===== config.mk =====
export PLATFORM = sky130hd
export DESIGN_NAME = fdt_ctrl
export DESIGN_NICKNAME = d
export VERILOG_FILES = /design/src/hw/rtl/fdt_pkg.sv /design/src/hw/rtl/fdt_ctrl.sv
export SDC_FILE = /design/constraint.sdc
export NUM_CORES = 1
export LEC_CHECK = 0
export CAP_MARGIN = 20
export CORE_AREA = 2 2 39 41
export DETAILED_ROUTE_END_ITERATION = 10
export DIE_AREA = 0 0 41 43
export DONT_BUFFER_PORTS = 1
export PLACE_DENSITY_LB_ADDON = 0.08
export SLEW_MARGIN = 10
export SYNTH_ARGS = -nofsm -noshare
export SYNTH_HDL_FRONTEND = slang
export SYNTH_SLANG_ARGS = --single-unit

===== constraint.sdc =====
create_clock -name aclk -period 1.5 [get_ports aclk]
set_input_delay 0.3 -clock aclk [delete_from_list [all_inputs] [get_ports aclk]]
set_output_delay 0.3 -clock aclk [all_outputs]
set_load 0.005 [all_outputs]

===== src/hw/rtl/fdt_pkg.sv =====
`timescale 1ns / 1ps
// ----------------------------------------------------------------------------
// Focus distance tracker package
// Shared constants, register indexes, mode codes, the exponential tables and
// the command and status structs between the controller and the datapath.
// ----------------------------------------------------------------------------
package fdt_pkg;

    // Field widths.
    localparam int DIST_W  = 17;
    localparam int DEPTH_W = 18;
    localparam int TIME_W  = 16;
    localparam int RATE_W  = 16;
    localparam int MODE_W  = 2;
    localparam int K_W     = 17;
    localparam int Q30_W   = 31;

    // Stream and configuration port widths.
    localparam int S_TDATA_W  = 40;
    localparam int M_TDATA_W  = 40;
    localparam int CFG_IDX_W  = 3;
    localparam int CFG_DATA_W = 17;

    // Register indexes.
    localparam logic [CFG_IDX_W-1:0] CFG_MIN_DISTANCE   = 3'd0;
    localparam logic [CFG_IDX_W-1:0] CFG_MAX_DISTANCE   = 3'd1;
    localparam logic [CFG_IDX_W-1:0] CFG_EASE_RATE      = 3'd2;
    localparam logic [CFG_IDX_W-1:0] CFG_DEADBAND       = 3'd3;
    localparam logic [CFG_IDX_W-1:0] CFG_LOST_TIMEOUT   = 3'd4;
    localparam logic [CFG_IDX_W-1:0] CFG_START_DISTANCE = 3'd5;
    localparam logic [CFG_IDX_W-1:0] CFG_MANUAL_HOLD    = 3'd6;

    // Register reset values.
    localparam logic [DIST_W-1:0] RST_MIN_DISTANCE   = 17'd128;
    localparam logic [DIST_W-1:0] RST_MAX_DISTANCE   = 17'd65536;
    localparam logic [RATE_W-1:0] RST_EASE_RATE      = 16'd1536;
    localparam logic [DIST_W-1:0] RST_DEADBAND       = 17'd192;
    localparam logic [TIME_W-1:0] RST_LOST_TIMEOUT   = 16'd16384;
    localparam logic [DIST_W-1:0] RST_START_DISTANCE = 17'd2560;

    // Mode codes.
    localparam logic [MODE_W-1:0] MODE_LOCKED  = 2'd0;
    localparam logic [MODE_W-1:0] MODE_SEEKING = 2'd1;
    localparam logic [MODE_W-1:0] MODE_IDLE    = 2'd2;
    localparam logic [MODE_W-1:0] MODE_MANUAL  = 2'd3;

    // Exponential tables.
    localparam int EXP_TABLE_ENTRIES = 256;
    localparam int EXP_IDX_W         = $clog2(EXP_TABLE_ENTRIES + 1);
    localparam int POS_W             = 24 + EXP_IDX_W;
    localparam int INT_LIMIT         = 12;
    localparam int INT_IDX_W         = $clog2(INT_LIMIT);
    localparam logic [63:0] ONE_Q30  = 64'd1 << 30;

    typedef logic [Q30_W-1:0] frac_tab_t [0:EXP_TABLE_ENTRIES];
    typedef logic [Q30_W-1:0] int_tab_t [0:INT_LIMIT-1];

    // Division of a series term by a small fixed divisor.
    function automatic logic [63:0] div_small(input logic [63:0] value, input int n);
        unique case (n)
            1:       return value / 1;
            2:       return value / 2;
            3:       return value / 3;
            4:       return value / 4;
            5:       return value / 5;
            6:       return value / 6;
            7:       return value / 7;
            8:       return value / 8;
            9:       return value / 9;
            10:      return value / 10;
            11:      return value / 11;
            12:      return value / 12;
            13:      return value / 13;
            14:      return value / 14;
            15:      return value / 15;
            16:      return value / 16;
            default: return value;
        endcase
    endfunction

    // exp(-f) for f in Q1.30 between 0 and 1, by a truncated Taylor series.
    function automatic logic [63:0] exp_neg_q30(input logic [63:0] f);
        logic [63:0] term;
        logic [63:0] sum;
        term = ONE_Q30;
        sum  = ONE_Q30;
        for (int n = 1; n <= 16; n++) begin
            term = div_small((term * f) >> 30, n);
            if ((n % 2) == 1) begin
                sum = sum - term;
            end else begin
                sum = sum + term;
            end
        end
        return sum;
    endfunction

    // Entry i holds exp(-i / EXP_TABLE_ENTRIES) in Q1.30.
    function automatic frac_tab_t build_frac_exp();
        frac_tab_t tab;
        for (int i = 0; i <= EXP_TABLE_ENTRIES; i++) begin
            tab[i] = Q30_W'(exp_neg_q30((64'(i) << 30) / EXP_TABLE_ENTRIES));
        end
        return tab;
    endfunction

    // Entry n holds exp(-n) in Q1.30, built by repeated rounded products.
    function automatic int_tab_t build_int_exp();
        int_tab_t    tab;
        logic [63:0] e1;
        logic [63:0] acc;
        e1     = exp_neg_q30(ONE_Q30);
        tab[0] = Q30_W'(ONE_Q30);
        tab[1] = Q30_W'(e1);
        acc    = e1;
        for (int i = 2; i < INT_LIMIT; i++) begin
            acc    = (acc * e1 + (64'd1 << 29)) >> 30;
            tab[i] = Q30_W'(acc);
        end
        return tab;
    endfunction

    localparam frac_tab_t FRAC_EXP = build_frac_exp();
    localparam int_tab_t  INT_EXP  = build_int_exp();

    // Clamp with the lower bound checked first.
    function automatic logic [DIST_W-1:0] clamp_dist(input logic [DIST_W-1:0] v,
                                                     input logic [DIST_W-1:0] lo,
                                                     input logic [DIST_W-1:0] hi);
        if (v < lo) begin
            return lo;
        end
        if (v > hi) begin
            return hi;
        end
        return v;
    endfunction

    // Commands from the controller to the datapath.
    typedef struct packed {
        logic latch_in;
        logic track;
        logic pos;
        logic rd_a;
        logic rd_b;
        logic interp;
        logic scale;
        logic kcalc;
        logic ease;
        logic load_out;
    } fdt_cmd_t;

    // Status from the datapath to the controller.
    typedef struct packed {
        logic skip;
    } fdt_status_t;

endpackage


===== src/hw/rtl/fdt_ctrl.sv =====
`timescale 1ns / 1ps
// ----------------------------------------------------------------------------
// Focus distance tracker controller
// Sequences one item through the datapath and owns both handshakes.
// ----------------------------------------------------------------------------
module fdt_ctrl (
    input  logic                 aclk,
    input  logic                 aresetn,
    input  logic                 s_tvalid,
    output logic                 s_tready,
    output logic                 m_tvalid,
    input  logic                 m_tready,
    input  fdt_pkg::fdt_status_t status,
    output fdt_pkg::fdt_cmd_t    cmd
);

    typedef enum logic [9:0] {
        S_IDLE   = 10'b00_0000_0001,
        S_TRACK  = 10'b00_0000_0010,
        S_POS    = 10'b00_0000_0100,
        S_RDA    = 10'b00_0000_1000,
        S_RDB    = 10'b00_0001_0000,
        S_INTERP = 10'b00_0010_0000,
        S_SCALE  = 10'b00_0100_0000,
        S_KCALC  = 10'b00_1000_0000,
        S_EASE   = 10'b01_0000_0000,
        S_OUT    = 10'b10_0000_0000
    } state_t;

    state_t state_reg, state_next;
    logic   valid_reg, valid_next;
    logic   out_free;

    assign s_tready = (state_reg == S_IDLE);
    assign m_tvalid = valid_reg;
    assign out_free = !valid_reg || m_tready;

    // Next state.
    always_comb begin
        state_next = state_reg;
        unique case (state_reg)
            S_IDLE: begin
                if (s_tvalid) begin
                    state_next = S_TRACK;
                end
            end
            S_TRACK:  state_next = status.skip ? S_OUT : S_POS;
            S_POS:    state_next = S_RDA;
            S_RDA:    state_next = S_RDB;
            S_RDB:    state_next = S_INTERP;
            S_INTERP: state_next = S_SCALE;
            S_SCALE:  state_next = S_KCALC;
            S_KCALC:  state_next = S_EASE;
            S_EASE:   state_next = S_OUT;
            S_OUT: begin
                if (out_free) begin
                    state_next = S_IDLE;
                end
            end
            default:  state_next = S_IDLE;
        endcase
    end

    // Datapath commands.
    always_comb begin
        cmd.latch_in = (state_reg == S_IDLE) && s_tvalid;
        cmd.track    = (state_reg == S_TRACK) && !status.skip;
        cmd.pos      = (state_reg == S_POS);
        cmd.rd_a     = (state_reg == S_RDA);
        cmd.rd_b     = (state_reg == S_RDB);
        cmd.interp   = (state_reg == S_INTERP);
        cmd.scale    = (state_reg == S_SCALE);
        cmd.kcalc    = (state_reg == S_KCALC);
        cmd.ease     = (state_reg == S_EASE);
        cmd.load_out = (state_reg == S_OUT) && out_free;
    end

    // The result flag is set on load and dropped once the item is taken.
    always_comb begin
        valid_next = valid_reg;
        if (cmd.load_out) begin
            valid_next = 1'b1;
        end else if (m_tready) begin
            valid_next = 1'b0;
        end
    end

    always_ff @(posedge aclk) begin
        if (!aresetn) begin
            state_reg <= S_IDLE;
            valid_reg <= 1'b0;
        end else begin
            state_reg <= state_next;
            valid_reg <= valid_next;
        end
    end

    // An accepted item always starts at the tracking step.
    a_accept_to_track: assert property (@(posedge aclk) disable iff (!aresetn)
        (s_tvalid && s_tready) |=> (state_reg == S_TRACK))
        else $error("accepted item did not enter tracking");

    // A waiting result is never overwritten by the next one.
    a_no_overwrite: assert property (@(posedge aclk) disable iff (!aresetn)
        (state_reg == S_OUT && m_tvalid && !m_tready) |-> !cmd.load_out)
        else $error("result loaded over a waiting item");

    // The ease step is always followed by the result step.
    a_ease_to_out: assert property (@(posedge aclk) disable iff (!aresetn)
        (state_reg == S_EASE) |=> (state_reg == S_OUT))
        else $error("ease step not followed by result");

    // After the tracking step, the core is never both ready and tracking.
    a_no_accept_busy: assert property (@(posedge aclk) disable iff (!aresetn)
        (state_reg == S_TRACK) |=> !(s_tready && state_reg == S_TRACK))
        else $error("tracking step repeated");

endmodule


== After elaboration in Yosys (flattened, before gate mapping) ==
Cells that the tools add are included.
Word-level totals
  register bits after elaboration: 11
  input bits: 5
  output and inout bits: 12
  logic and storage cells: 28
Operators by class
  equal/unequal tests: 12
  multiplexer cells: 6
  reductions and logical operators: 8
Operators by type and width (number)
  $pmux W10 S10: 1
  $mux W10: 3
  $eq A10 B1 Y1 const B: 1
  $eq A10 B10 Y1 const B: 1
  $eq A10 B2 Y1 const B: 1
  $eq A10 B3 Y1 const B: 1
  $eq A10 B4 Y1 const B: 1
  $eq A10 B5 Y1 const B: 1
  $eq A10 B6 Y1 const B: 1
  $eq A10 B7 Y1 const B: 1
  $eq A10 B8 Y1 const B: 1
  $eq A10 B9 Y1 const B: 1
  $ne A2 B2 Y1 const B: 2
  $logic_and A1 B1 Y1: 3
  $logic_not A1 Y1: 2
  $mux W1: 2
  $reduce_and A2 Y1: 1
  $reduce_bool A2 Y1: 1
  $logic_or A1 B1 Y1: 1

== Longest topological paths before layout ==
Gate-level depths: netlist of the first run.
  depth after elaboration: 4
  mapped depth: 5
  gate-level depth less buffers: 4

== Worst setup path before layout of the first run ==
No wires, ideal clock.
  path kind: reg2out
  start: register state_reg[6]
  end: output port cmd[9] in the netlist's numbering
  arrival: 1192 ps
  required time: 1200 ps
  slack: 8 ps
  stages on the path, launching flop included: 6
  path buffers: 1
  cells stage by stage: dfxtp_1 -> buf_6 -> nor4_4 -> nand2_2 -> nor3_2 -> and2_1
RTL lines
  start, declared: RTL line fdt_ctrl.sv:30  | state_t state_reg, state_next;
  start signal, assigned: RTL line fdt_ctrl.sv:93  | state_reg <= state_next;
  end, declared: RTL line fdt_ctrl.sv:14  | output fdt_pkg::fdt_cmd_t cmd

==> impl_metrics.tcl, run 1 <==
set metrics [dict create \
    die_w_um 41 \
    synthCells 68 \
    worst_slack_ns -0.2116 \
    wl_met3_um 71 \
    slew_headroom_pct 77.00 \
    drc_errors 0 \
    viasPerCell 5.686 \
    max_freq_ghz 0.5842 \
    cp_max_fo 3 \
    core_region_area_um2 1384 \
    hold_viol_final 0 \
    synth_compound_area_share_pct 11.98 \
    yosys_warnings 0 \
    hold_path_class "in2reg" \
    synth_area_leaders "dfxtp_1 35%, and2_1 6.9%, nor4_4 6.7%" \
    ios 17 \
    rows 14 \
    drt_wl_total_mm 1.534 \
    period_needed_ns 1.712 \
    yosysSeqAreaShare_pct 34.58 \
    drive_gt1_share_pct 47.67 \
    cts_tree "built" \
    synth_most_common_cell "dfxtp_1" \
    powerDensity_nw_per_um2 718.2 \
    async_flop_share_pct 0 \
    synth-main-ff-cell "dfxtp_1" \
    grt_pass1_vias 526 \
    ctsHoldBuffers 0 \
    yosysTopAreaCellShare_pct 34.58 \
    synth_common_cells "11 x dfxtp_1, 7 x and2_1, 6 x nor2_1" \
    ys_types 33 \
    tightest_slew_ns 0.3406 \
    clock_latency_ns 0.26 \
    io_buffers 0 \
    failed_checks "negative setup slack" \
    ant_nets 0 \
    vias 580 \
    synth-seq-cells 11 \
    largest_register_ffs 10 \
    worstPathArrival_ns 1.41 \
    power_mw 0.6290 \
    gp_congestion 0.7364 \
    synth_mux_area_share_pct 0 \
    start_util_pct 46.02 \
    synth_fa_ha_area_share_pct 0 \
    cts-root-buf "clkbuf_4" \
    max-clock-path-buffers 2 \
    dp.cells 95 \
    cts_made_buffers 3 \
    htree_levels 1 \
    area_delta_synth_final_pct 37.52 \
    critPathCaptureType "output pin" \
    clk_pin_slew_worst_paths_ns 0.07 \
    path_class "reg2out" \
    grt_max_degree 11 \
    instances_no_fill 102 \
    synthSimpleGateAreaFrac_pct 48.53 \
    synthesis.area_um2 636.9 \
    wire_per_inst_um 15.04 \
    drv_slew 0 \
    cap_violations 0 \
    cp-start-kind "flip-flop" \
    synth_edf_count 0 \
    status "finished, violations left" \
    synthXorXnorAreaFrac_pct 1.375 \
    yosysTopAreaCell "dfxtp_1" \
    fin_nets 92 \
    synth.avg_cell_area_um2 9.366 \
    die_y_um 43 \
    peakVddDrop_v 0.0004079 \
    antenna_found_initial 0 \
    rsz0062_at_grt "true" \
    p_leak_nw 0.3532 \
    grt-ovfl-total 0 \
    nFillCells 120 \
    cp_data_required_time_ns 1.20 \
    setup_viol 13 \
    diodes 0 \
    post-route-period-util_pct 114.1 \
    drtIter0Drc 5 \
    grt_usage_pct 21.15 \
    maxUsedRoutingLayer "met4" \
    dr.pass1.iters 4 \
    drt-met1-wl_um 651 \
    fp.dieArea_um2 1763 \
    syn_nets 73 \
    clkSinkCount 11 \
    wl_met2_um 793 \
    fin_skew_ns 0.002686 \
    grt_pass1_wl_mm 2.415 \
    synth_top_family_by_area "simple AND/OR/NAND/NOR gates" \
]
==> where the power goes <==
group	total [mW]	switching [mW]	leakage (nW)	internal (mW)
logic	0.119	0.0539	0.246	0.0654
registers	0.306	0.00780	0.0926	0.298
clock network	0.204	0.101	0.0150	0.103
==> worst paths after layout <==
check	startpoint	end	slack [ns]	cells past startpoint
max reg2reg	state_reg[6]$_SDFFE_PN0P_	state_reg[0]$_SDFFE_PN1P_	-0.16	6
min reg2reg	m_tvalid$_SDFFE_PN0P_	m_tvalid$_SDFFE_PN0P_	0.53	2
min	aresetn	state_reg[4]$_SDFFE_PN0P_	0.15	1
max	state_reg[6]$_SDFFE_PN0P_	cmd[0]	-0.21	4
==> critical path: stages (launching register included) <==
cell and delay (ns):
dfxtp_2 0.35, nor4_4 0.36, buf_4 0.18, nand4b_1 0.11, nor2b_1 0.16
==> cell usage in the layout (no fill, tap or decap), types with 2 or more instances in the layout <==
cell / count
buf_4: 14
and2_1: 7
dfxtp_2: 7
nor2b_1: 5
nor2_1: 5
and3_1: 3
clkbuf_4: 3
dfxtp_1: 3
nor4_4: 2
nand2b_1: 2
nor3b_4: 2
nand2_1: 2
and3_4: 2
a21oi_1: 2
o21ai_0: 2
buf_6: 2
==> cell families (layout without fill, tap and decap cells) <==
logic type / Yosys count / after routing
AND/OR/NAND/NOR: 43 / 43
buffers and inverters: 3 / 21
AO/OA/AOI/OAI: 10 / 10
XOR/XNOR: 1 / 1
flip-flops: 11 / 11
==> through the flow <==
step	setup TNS (ns)	setup WS, ns	hold WS (ns)	util [%]	instance area (um2)
floorplan	0	0.007789	0.4157	-	636.9
global placement	0	0.06075	0.4223	53.16	735.7
detailed placement	0	0.05409	0.4256	53.16	735.7
CTS	-2.077	-0.2199	0.1411	62.03	858.3
global route	-3.155	-0.3369	0.1393	63.29	875.8
finish	-2.104	-0.2116	0.1519	63.29	875.8
==> area by class of cell <==
| cell class | instances | area [um2] | share of cell area [%] |
|---|---|---|---|
| Multi-Input combinational cell | 54 | 465.4 | 53.14 |
| Tap cell | 16 | 20.02 | 2.286 |
| Inverter | 1 | 3.754 | 0.4286 |
| Clock buffer | 4 | 26.28 | 3.000 |
| Sequential cell | 11 | 232.7 | 26.57 |
| Timing Repair Buffer | 16 | 127.6 | 14.57 |
==> per-layer routing <==
metal  track usage, %  vias up
li1                 -      290
met1            25.65      275
met2            33.13       13
met3            3.665        2
met4            12.00        0
met5                0        -
==> what timing repair did <==
item | CTS | global route
resized for setup | 18 | 5
setup endpoints to repair | 11 | 13
pin swaps | 9 | 4
hold endpoints to repair | 0 | 0
buffers inserted | 3 | 0
(Power assumes the default switching activity.)
==> run 2: changes to the inputs <==
ABC_AREA = 1   (was unset)
CORE_AREA = 2 2 46 48   (was 2 2 39 41)
DIE_AREA = 0 0 48 50   (was 0 0 41 43)
==> run 2 against run 1 <==
Net effect:
- the run still ends with negative setup slack left
- synthesized cell count grew 76%
- hold slack lost 0.057 ns
- critical endpoint is now cmd[9]
- total power grew 20%
- sequential share of layout area shrank 3.2 points
- combinational power grew 95%
==> impl_metrics.tcl, run 2 <==
set metrics [dict create \
    synth_mux_area_share_pct 0 \
    instances_no_fill 159 \
    cts-root-buf "clkbuf_4" \
    antenna_found_initial 0 \
    powerDensity_nw_per_um2 743.6 \
    synthesis.area_um2 720.7 \
    async_flop_share_pct 0 \
    crit_end "cmd[9]" \
    area_delta_synth_final_pct 40.97 \
    fp.dieArea_um2 2400 \
    dpl_cell_area_um2 747.0 \
    yosysTopAreaCellShare_pct 30.56 \
    synth-main-ff-cell "dfxtp_1" \
    yosysTopAreaCell "dfxtp_1" \
    tightest_slew_ns 0.3429 \
    drv_slew 0 \
    drt_wl_total_mm 1.846 \
    synthSimpleGateAreaFrac_pct 53.47 \
    cts_tree "built" \
    rsz0062_at_grt "true" \
    synth_compound_area_share_pct 0.6944 \
    grt_pass1_vias 694 \
    drc_errors 0 \
    ctsHoldBuffers 0 \
    diodes 0 \
    fin_nets 138 \
    p_leak_nw 0.4892 \
    r2r-start "state_reg[8]$_SDFFE_PN0P_" \
    synthCells 120 \
    grt_pass1_wl_mm 2.856 \
    period_needed_ns 1.535 \
    r2r_cells 8 \
    yosysSeqAreaShare_pct 30.56 \
    cpMaxStageDelayCell "dfxtp_2" \
    post-route-period-util_pct 102.3 \
    cap_violations 0 \
    max-clock-path-buffers 2 \
    hold_path_class "in2reg" \
    synth_top_family_by_area "simple AND/OR/NAND/NOR gates" \
    power_mw 0.7555 \
    viasPerCell 4.855 \
    cp_common_cell "nor2_2" \
    synth_edf_count 0 \
    synth_area_leaders "dfxtp_1 31%, nand3_1 13%, inv_1 13%" \
    ant_nets 0 \
    crit_buf_inv 0 \
    worst_r2r_endpoint "state_reg[0]$_SDFFE_PN1P_" \
    rows 16 \
    setup_viol 5 \
    synth-seq-cells 11 \
    die_y_um 50 \
    htree_levels 1 \
    grt_max_degree 10 \
    slew_headroom_pct 77.06 \
    final_common_cell "inv_1" \
    cp-start-kind "flip-flop" \
    vias 772 \
    synth_most_common_cell "inv_1" \
    largest_register_ffs 10 \
    gp_congestion 0.8590 \
    ys_types 17 \
    path_class "reg2out" \
    synth_common_cells "25 x inv_1, 24 x nor2_1, 19 x nand3_1" \
    worst_slack_ns -0.03520 \
    fin_skew_ns 0.001292 \
    cts_made_buffers 3 \
    synth.avg_cell_area_um2 6.006 \
    clk_pin_slew_worst_paths_ns 0.08 \
    grt_usage_pct 16.12 \
    cp.depth 5 \
    syn_nets 125 \
    cp_cell_sequence "nor2_4 -> nand2_1 -> nor2_2 -> nand2_2 -> nor2_2" \
    failed_checks "negative setup slack" \
    pre_cts_ws_ns 0.1535 \
    crit_start "state_reg[8]$_SDFFE_PN0P_" \
    max_freq_ghz 0.6514 \
    cp_slowest_stage_delay_ns 0.36 \
    drtIter0Drc 10 \
    yosys_warnings 0 \
    dp_hpwl_mm 1.307 \
    die_w_um 48 \
    peakVddDrop_v 0.0004361 \
    grt-ovfl-total 0 \
    r2r_slack_ns 0.19 \
    crit_family "simple AND/OR/NAND/NOR gates" \
    mostFrequentLayoutCells "21 x inv_1, 19 x nor2_1, 15 x nand3_1, 14 x nand2_1" \
    dr.pass1.iters 4 \
    cp_data_required_time_ns 1.20 \
    clkSinkCount 11 \
    ios 17 \
    synthXorXnorAreaFrac_pct 0 \
    drive_gt1_share_pct 44.70 \
    io_buffers 0 \
    nFillCells 194 \
    dp.cells 146 \
    core_region_area_um2 1902 \
    status "finished, violations left" \
    critPathCaptureType "output pin" \
    start_util_pct 37.89 \
    clock_latency_ns 0.27 \
    final_util_pct 53.42 \
    synth_fa_ha_area_share_pct 0 \
    wire_per_inst_um 11.61 \
    worstPathArrival_ns 1.24 \
    fin_area_um2 1016 \
    cp_max_fo 5 \
    hold_viol_final 0 \
]
-- run 2: cell count changes in the layout (fill, tap and decap cells not counted), moves of 5 or more --
cell,previous run,this run
nand3_2,0,5
nor2b_1,5,0
nand2_1,2,14
nor2_1,5,19
and2_1,7,0
nand3_1,1,15
inv_2,0,5
nor2_4,1,8
inv_1,1,21
buf_4,14,8
-- run 2: cell families (layout without fill, tap and decap cells) --
group                  after synthesis  count (layout)
DFF                                 11              11
buffers and inverters               28              40
and+or+nand+nor                     80              80
AOI/OAI and AO/OA                    1               1
-- run 2: metal layers --
metal	up-vias	GRT usage, %	wire (um)	share of wire (%)
li1	393	-	-	-
met1	359	20.53	829	45
met2	20	26.00	938	51
met3	0	5.495	78	4.2
met4	0	2.703	0	0
met5	-	0	0	0
-- run 2: per-stage QoR --
| step | hold WS (ns) | setup TNS [ns] |
|---|---|---|
| 2_1_floorplan | 0.3770 | 0 |
| 3_3_place_gp | 0.3839 | 0 |
| 3_5_place_dp | 0.3880 | 0 |
| 4_1_cts | 0.08301 | -0.05038 |
| 5_1_grt | 0.07771 | -0.7026 |
| 6_report | 0.09480 | -0.1119 |
-- run 2: final cells by class --
cell class / instances / area [um2] / share of cell area (%)
inverters: 27 / 106.4 / 10.47
multi-input cells: 81 / 539.3 / 53.08
repair buffers: 9 / 71.32 / 7.020
clock inverters: 1 / 5.005 / 0.4926
well taps: 27 / 33.78 / 3.325
clock buffers: 3 / 22.52 / 2.217
flip-flops and latches: 11 / 237.7 / 23.40
-- run 2: how the worst min path moves through the flow --
| stage | start | endpoint | slack, ns | cells after the start |
|---|---|---|---|---|
| 6_report | status | state_reg[2]$_SDFFE_PN0P_ | 0.09 | 1 |
| 5_1_grt | status | state_reg[2]$_SDFFE_PN0P_ | 0.08 | 1 |
| 4_1_cts | status | state_reg[2]$_SDFFE_PN0P_ | 0.08 | 1 |
| 3_5_place_dp | status | state_reg[2]$_SDFFE_PN0P_ | 0.39 | 1 |
| 3_3_place_gp | status | state_reg[2]$_SDFFE_PN0P_ | 0.38 | 1 |
| 2_1_floorplan | status | state_reg[2]$_SDFFE_PN0P_ | 0.38 | 1 |
-- run 2: power breakdown --
group	switching, mW	leakage [nW]	internal, mW
registers	0.0144	0.0940	0.304
logic	0.149	0.378	0.0834
clock network	0.106	0.0177	0.0986
total	0.270	0.489	0.486
-- run 2: timing repair --
item                                    CTS  global route
gates resized for setup                  29            21
endpoints found under the setup margin   11            11
buffers inserted                          4             5
pin swaps                                 9             8
==> run 3: changes to the inputs <==
ABC_AREA = unset   (was 1)
CORE_AREA = 2 2 43 45   (was 2 2 46 48)
DIE_AREA = 0 0 45 47   (was 0 0 48 50)
==> run 3 against run 2 <==
Net effect:
- the flow still finishes with violations (negative setup slack)
- routed wire length decreased by 23%
- first-iteration DRC count shrank 60%
- total power decreased by 17%
- sequential share of layout area increased by 3.2 points
- design area shrank 16%
- die area down 12%
- register-to-register slack worse by 0.32 ns
- non-clock buffer count is 7 higher
- largest cell class unchanged
==> impl_metrics.tcl, run 3 (same netlist as run 1, synthesis figures left out) <==
set metrics [dict create \
    io_buffers 0 \
    fin_skew_ns 0.0009900 \
    crit_start "state_reg[4]$_SDFFE_PN0P_" \
    grt-ovfl-total 0 \
    tns_ns -2.050 \
    dr.pass1.iters 4 \
    drv_slew 0 \
    slew_headroom_pct 76.40 \
    post-route-period-util_pct 114.4 \
    rows 15 \
    crit_buf_inv 1 \
    tightest_slew_ns 0.3495 \
    cp_cell_sequence "nor4_4 -> buf_4 -> nand4b_1 -> nor2b_1" \
    cp-start-kind "flip-flop" \
    worst_slack_ns -0.2154 \
    largest_register_ffs 10 \
    area_delta_synth_final_pct 34.38 \
    r2r-start "state_reg[4]$_SDFFE_PN0P_" \
    peakVddDrop_v 0.0004052 \
    dp_hpwl_mm 1.056 \
    start_util_pct 38.56 \
    setup_viol 13 \
    mostFrequentLayoutCells "16 x buf_4, 7 x and2_1, 6 x dfxtp_2" \
    p_leak_nw 0.3537 \
    fin_nets 92 \
    grt.busiest_layer "met2" \
    grt_max_degree 11 \
    failed_checks "negative setup slack" \
    r2r_slack_ns -0.13 \
    drc_errors 0 \
    viasPerCell 5.515 \
    clock_latency_ns 0.27 \
    status "finished, violations left" \
    cap_violations 0 \
    dp.cells 97 \
    cp_max_fo 3 \
    die_w_um 45 \
    htree_levels 1 \
    grt_pass1_wl_mm 2.256 \
    drive_gt1_share_pct 45.35 \
    drtIter0Drc 4 \
    ant_nets 0 \
    gp_congestion 0.7478 \
    hold_viol_final 0 \
    clkSinkCount 11 \
    ios 17 \
    hold_depth 2 \
    die_y_um 47 \
    cts-root-buf "clkbuf_4" \
    fp.dieArea_um2 2115 \
    diodes 0 \
    min_to "state_reg[9]$_SDFFE_PN0P_" \
    hold_path_class "in2reg" \
    cts_made_buffers 3 \
    rsz0062_at_grt "true" \
    powerDensity_nw_per_um2 730.6 \
    crit_family "simple AND/OR/NAND/NOR gates" \
    r2r_cells 6 \
    max-clock-path-buffers 2 \
    grt_use_met1_pct 17.99 \
    core_region_area_um2 1652 \
    final_common_cell "buf_4" \
    max_freq_ghz 0.5830 \
    grt_pass1_vias 544 \
    wire_per_inst_um 13.74 \
    cpMaxStageDelayCell "nor4_4" \
    clk_pin_slew_worst_paths_ns 0.07 \
    vias 568 \
    worstPathArrival_ns 1.42 \
    period_needed_ns 1.715 \
    ctsHoldBuffers 0 \
    path_class "reg2out" \
    hold_start "aresetn" \
    cts_tree "built" \
    cp_slowest_stage_delay_ns 0.36 \
    whs_ns 0.1461 \
    drt_wl_total_mm 1.415 \
    instances_no_fill 103 \
    grt_usage_pct 15.46 \
    worst_r2r_endpoint "state_reg[0]$_SDFFE_PN1P_" \
    grtUsageMet3_pct 3.846 \
    critPathCaptureType "output pin" \
    antenna_found_initial 0 \
    cp_data_required_time_ns 1.20 \
    globalRouteMet2Util_pct 25.14 \
]
[run 3: cell types whose count changed in the layout (fill, tap and decap cells not counted), sizes merged, moves of 4 or more]
cell | previous run | this run
nand3 | 20 | 2
nand2 | 22 | 3
inv | 26 | 1
buf | 9 | 16
nor3 | 5 | 1
and3 | 0 | 5
and2 | 0 | 7
nor2 | 31 | 6
nor2b | 0 | 5
[run 3: metrics by stage]
stage	instance area, um2	worst slack [ns]	util, %	total power [mW]
after floorplan	636.9	0.007789	-	0.3701
after global placement	744.5	0.02444	45.08	0.4095
after detailed placement	744.5	0.02652	45.08	0.4099
after CTS	838.3	-0.2704	50.76	0.6388
after global routing	855.8	-0.3128	51.82	0.6620
final	855.8	-0.2154	51.82	0.6252
[run 3: worst register-to-register path: cells and delay by family, from the launching register on]
kind	cells	cell delay, ns
AND/OR/NAND/NOR	2	0.47
AO/OA/AOI/OAI	2	0.48
flip-flops	1	0.34
buffers and inverters	2	0.29
[run 3: worst max path at each step]
stage                  end  cells past startpoint  slack, ns
finish              cmd[0]                      4      -0.22
global route        cmd[0]                      4      -0.31
CTS                 cmd[0]                      4      -0.27
detailed placement  cmd[9]                      4       0.03
global placement    cmd[9]                      4       0.02
floorplan           cmd[9]                      5      0.008
[run 3: where the power goes]
| part | total [mW] | switching [mW] | internal, mW |
|---|---|---|---|
| clock | 0.206 | 0.103 | 0.103 |
| sequential | 0.306 | 0.00758 | 0.299 |
| combinational | 0.113 | 0.0511 | 0.0619 |
[run 3: metal layers]
| metal | vias to the layer above | wire (um) |
|---|---|---|
| li1 | 284 | - |
| met1 | 271 | 584 |
| met2 | 11 | 727 |
| met3 | 2 | 87 |
| met4 | 0 | 15 |
| met5 | - | 0 |
[run 3: repair_timing]
| action | 4_1_cts | 5_1_grt |
|---|---|---|
| pin swaps | 4 | 7 |
| setup buffers | 2 | 0 |
| resized for setup | 10 | 7 |
| setup endpoints to repair | 11 | 13 |
| cloned | 0 | 0 |
[run 3: area by class of cell]
class                   count  area, um2
inverters                   1      3.754
multi-input cells          54      456.7
clock buffers               4      26.28
repair buffers             16      120.1
well taps                  17      21.27
flip-flops and latches     11      227.7
fillers                   169      795.8
